`src/rtl/core/lutt_ram.sv`:
```
// ----------------------------------------------------------------------------
// lutt_ram
// Generic RAM: one write port, two read ports, registered read data.
// ----------------------------------------------------------------------------
`default_nettype none

module lutt_ram #(
	parameter int W = 8,
	parameter int D = 16
) (
	input  wire logic                 clk,
	input  wire logic                 we,
	input  wire logic [$clog2(D)-1:0] waddr,
	input  wire logic [W-1:0]         wdata,
	input  wire logic                 re,
	input  wire logic [$clog2(D)-1:0] raddr_a,
	input  wire logic [$clog2(D)-1:0] raddr_b,
	output logic      [W-1:0]         rdata_a,
	output logic      [W-1:0]         rdata_b
);

	logic [W-1:0] mem [D];

	always_ff @(posedge clk) begin
		if (we) begin
			mem[waddr] <= wdata;
		end
		if (re) begin
			rdata_a <= mem[raddr_a];
			rdata_b <= mem[raddr_b];
		end
	end

endmodule

`default_nettype wire

```
`config.mk`:
```
export PLATFORM = sky130hd
export DESIGN_NAME = lutt_ram
export DESIGN_NICKNAME = d
export VERILOG_FILES = /design/src/rtl/core/lutt_ram.sv
export SDC_FILE = /design/constraint.sdc
export NUM_CORES = 1
export LEC_CHECK = 0
export ABC_AREA = 1
export BUFFER_PORTS_ARGS = -buffer_cell sky130_fd_sc_hd__buf_2
export CORE_MARGIN = 2
export CORE_UTILIZATION = 55
export CTS_BUF_LIST = sky130_fd_sc_hd__clkbuf_8 sky130_fd_sc_hd__clkbuf_16
export DETAILED_ROUTE_END_ITERATION = 8
export PLACE_DENSITY = 0.7
export REMOVE_ABC_BUFFERS = 1
export SLEW_MARGIN = 25
export SYNTH_ARGS = -nofsm -noshare
export SYNTH_HDL_FRONTEND = slang
export SYNTH_SLANG_ARGS = --single-unit
export TNS_END_PERCENT = 30
```
`constraint.sdc`:
```
create_clock -name clk -period 2.5 [get_ports clk]
set_clock_uncertainty 0.15 [all_clocks]
set_input_delay 0.375 -clock clk [delete_from_list [all_inputs] [get_ports clk]]
set_output_delay 0.375 -clock clk [all_outputs]
set_load 0.01 [all_outputs]
```
==> impl_metrics.csv <==
group,metric,value,unit
sta,drv_slew,0,
cts,path_clk_slew,0.06,ns
routing,wl_per_cell,19.64,um
synthesis,syn_area,7420,sq um
routing,viasPerCell,5.794,
synthesis,avgSynthCellArea,8.719,sq um
placed_design,numPortBuffers,38,
sta,timing.slew.headroom,48.20,%
synthesis,synth_area_leaders,"edfxtp_1 (58%), nand3_1 (15%), nand2_1 (14%), inv_1 (6.8%), buf_6 (2.1%)",
routing,vias,6234,
sta,max_freq,0.6543,GHz
setup_path,crit_chain,"buf_2",
cts,cts_resized,0,
floorplan,start_util,56.25,%
sta,worst_slew_pin_slew,0.7762,ns
global_route,grt_max_degree,65,
setup_path,cp-end-kind,"primary output",
setup_path,cp_data_required_time,1.98,ns
floorplan,fp.coreArea,13190,sq um
setup_path,criticalPathCategory,"flop to primary output",
global_route,antenna_found_initial,0,
placed_design,place_congestion,0.9051,
setup_path,start_kind,"flop",
setup_path,cpMaxStageDelayCell,"edfxtp_1",
synthesis,ys_seq_area_share,58.28,%
routing,drt_wl_total,21130,um
cts,worstSkewPairLatency,0.43,ns
cts,htreeDepth,4,
floorplan,pin_count,39,
sta,fin_crit_sh,61.13,%
run,maxCapViolCount,0,
power,power_density,719.3,nW/um^2
finish,area_growth,12.68,%
routing,drc,0,
setup_path,critical-path-top-delay-family,"flip-flops",
sta,grt_setup_unrepaired,"false",
setup_path,critPathMaxFanout,1,
global_route,track_usage,30.79,%
setup_path,critPathBufInv,1,
finish,fillCellCount,1116,
global_route,grt_pass1_wl,32790,um
sta,setup_violations,0,
cts,holdBufCountCts,0,
synthesis,ys_warn_count,0,
cts,cts.sinks,144,
setup_path,arrival,1.00,ns
cts,cts_tree,"built",
cts,clockRootBuffer,"clkbuf_16",
run_status,status,"finished clean",
sta,finalCriticalPeriod,1.528,ns
synthesis,synthCells,851,
finish,finalNetCount,912,
floorplan,dieWidth,120.1,um
cts,numCtsBuffers,17,
sta,tns,0,ns
power,peakVddDrop,612.9,uV
routing,final_antenna_net_count,0,
floorplan,rows,42,
cts,postCtsSetupBuffers,0,
global_route,grt_pass1_vias,6046,
global_route,grt_overflow,0,
routing,drt_pass1_iterations,6,
floorplan,die_height,120.1,um
routing,drt_iter0_drc,1092,
setup_path,max_stage_delay,0.42,ns
min_path,worst_hold_path_type,"input pin to flop",
floorplan,dieArea,14430,sq um
sta,hold_viol_final,0,
synthesis,yosysTopAreaCell,"edfxtp_1",
finish,final_area,8361,sq um
power,p_leak,3.780,nW
cts,clockBufferDepth,2,
synthesis,synth_top_cell_area_share,58.28,%
synthesis,synth.distinct_cells,12,
placed_design,placedInstanceArea,7740,sq um
placed_design,hpwlAfterDp,12670,um
finish,diodes,0,
synthesis,ys_seq_elements,144,
finish,drive_above_1_share,11.11,%
## per-layer routing
metal / global-route usage [%] / up-vias / wire, um
met1: 39.51 / 2878 / 7888
li1: - / 2835 / -
met3: 9.696 / 81 / 2734
met2: 47.62 / 440 / 9689
met4: 14.63 / 0 / 818
met5: 0 / - / 0
## area by class of cell
cell class | count | area, sq um | share of cell area (%)
clock buffer | 17 | 425.4 | 5.088
sequential | 144 | 4324 | 51.72
multi-input combinational | 521 | 2245 | 26.85
clock inverter | 13 | 195.2 | 2.335
timing repair buffer | 67 | 432.9 | 5.178
tap | 176 | 220.2 | 2.634
inverter | 138 | 518.0 | 6.196
## cell usage after synthesis
cell,count
buf_1,1
buf_2,26
buf_4,4
buf_6,14
clkbuf_1,3
edfxtp_1,144
inv_1,134
inv_2,4
nand2_1,277
nand3_1,225
nand3b_1,2
nor2_1,17
## flip-flops by register name, indices dropped and copies added, names as in the netlist
name	cells
rdata_a	8
mem	128
rdata_b	8
## final timing paths
| kind | cells past startpoint | startpoint | end | slack [ns] |
|---|---|---|---|---|
| setup reg to reg | 6 | mem[0][2] | rdata_b[2] | 1.15 |
| hold reg to reg | 6 | mem[10][7] | rdata_b[7] | 0.63 |
| setup / recovery | 1 | rdata_a[3] | rdata_a[3] | 0.97 |
| hold / removal | 1 | wdata[3] | mem[5][3] | 0.19 |
## cells in the final DEF (no fill, tap or decap), drive strengths merged
cell	Yosys	layout
buf	45	67
bufinv	0	5
clkbuf	3	17
clkinv	0	7
clkinvlp	0	1
edfxtp	144	144
inv	138	138
nand2	277	277
nand3	225	225
nand3b	2	2
nor2	17	17
## cell families after synthesis
logic type	after synthesis	synth area share, %
buffers and inverters	186	11.47
and+or+nand+nor	521	30.25
DFF	144	58.28
## stage by stage
stage	std cells	worst slack (ns)	utilization (%)	power, W	hold slack, ns
after detailed placement	1046	0.6363	58.68	0.003335	0.6103
after floorplan	803	0.8416	-	0.003063	0.3239
final	1076	0.9717	63.38	0.006014	0.1894
after CTS	1076	0.9521	63.38	0.006003	0.1914
after global placement	1046	0.6357	58.68	0.003324	0.5871
after global routing	1076	0.9372	63.38	0.006184	0.1966
## power by group
part	switching, W	leakage [nW]	internal [W]
Sequential	0.0000179	1.31	0.00273
Combinational	0.000393	2.16	0.000161
Clock	0.000966	0.306	0.00174
Total	0.00138	3.78	0.00464
Note: power is estimated with default switching activity, not from simulation.
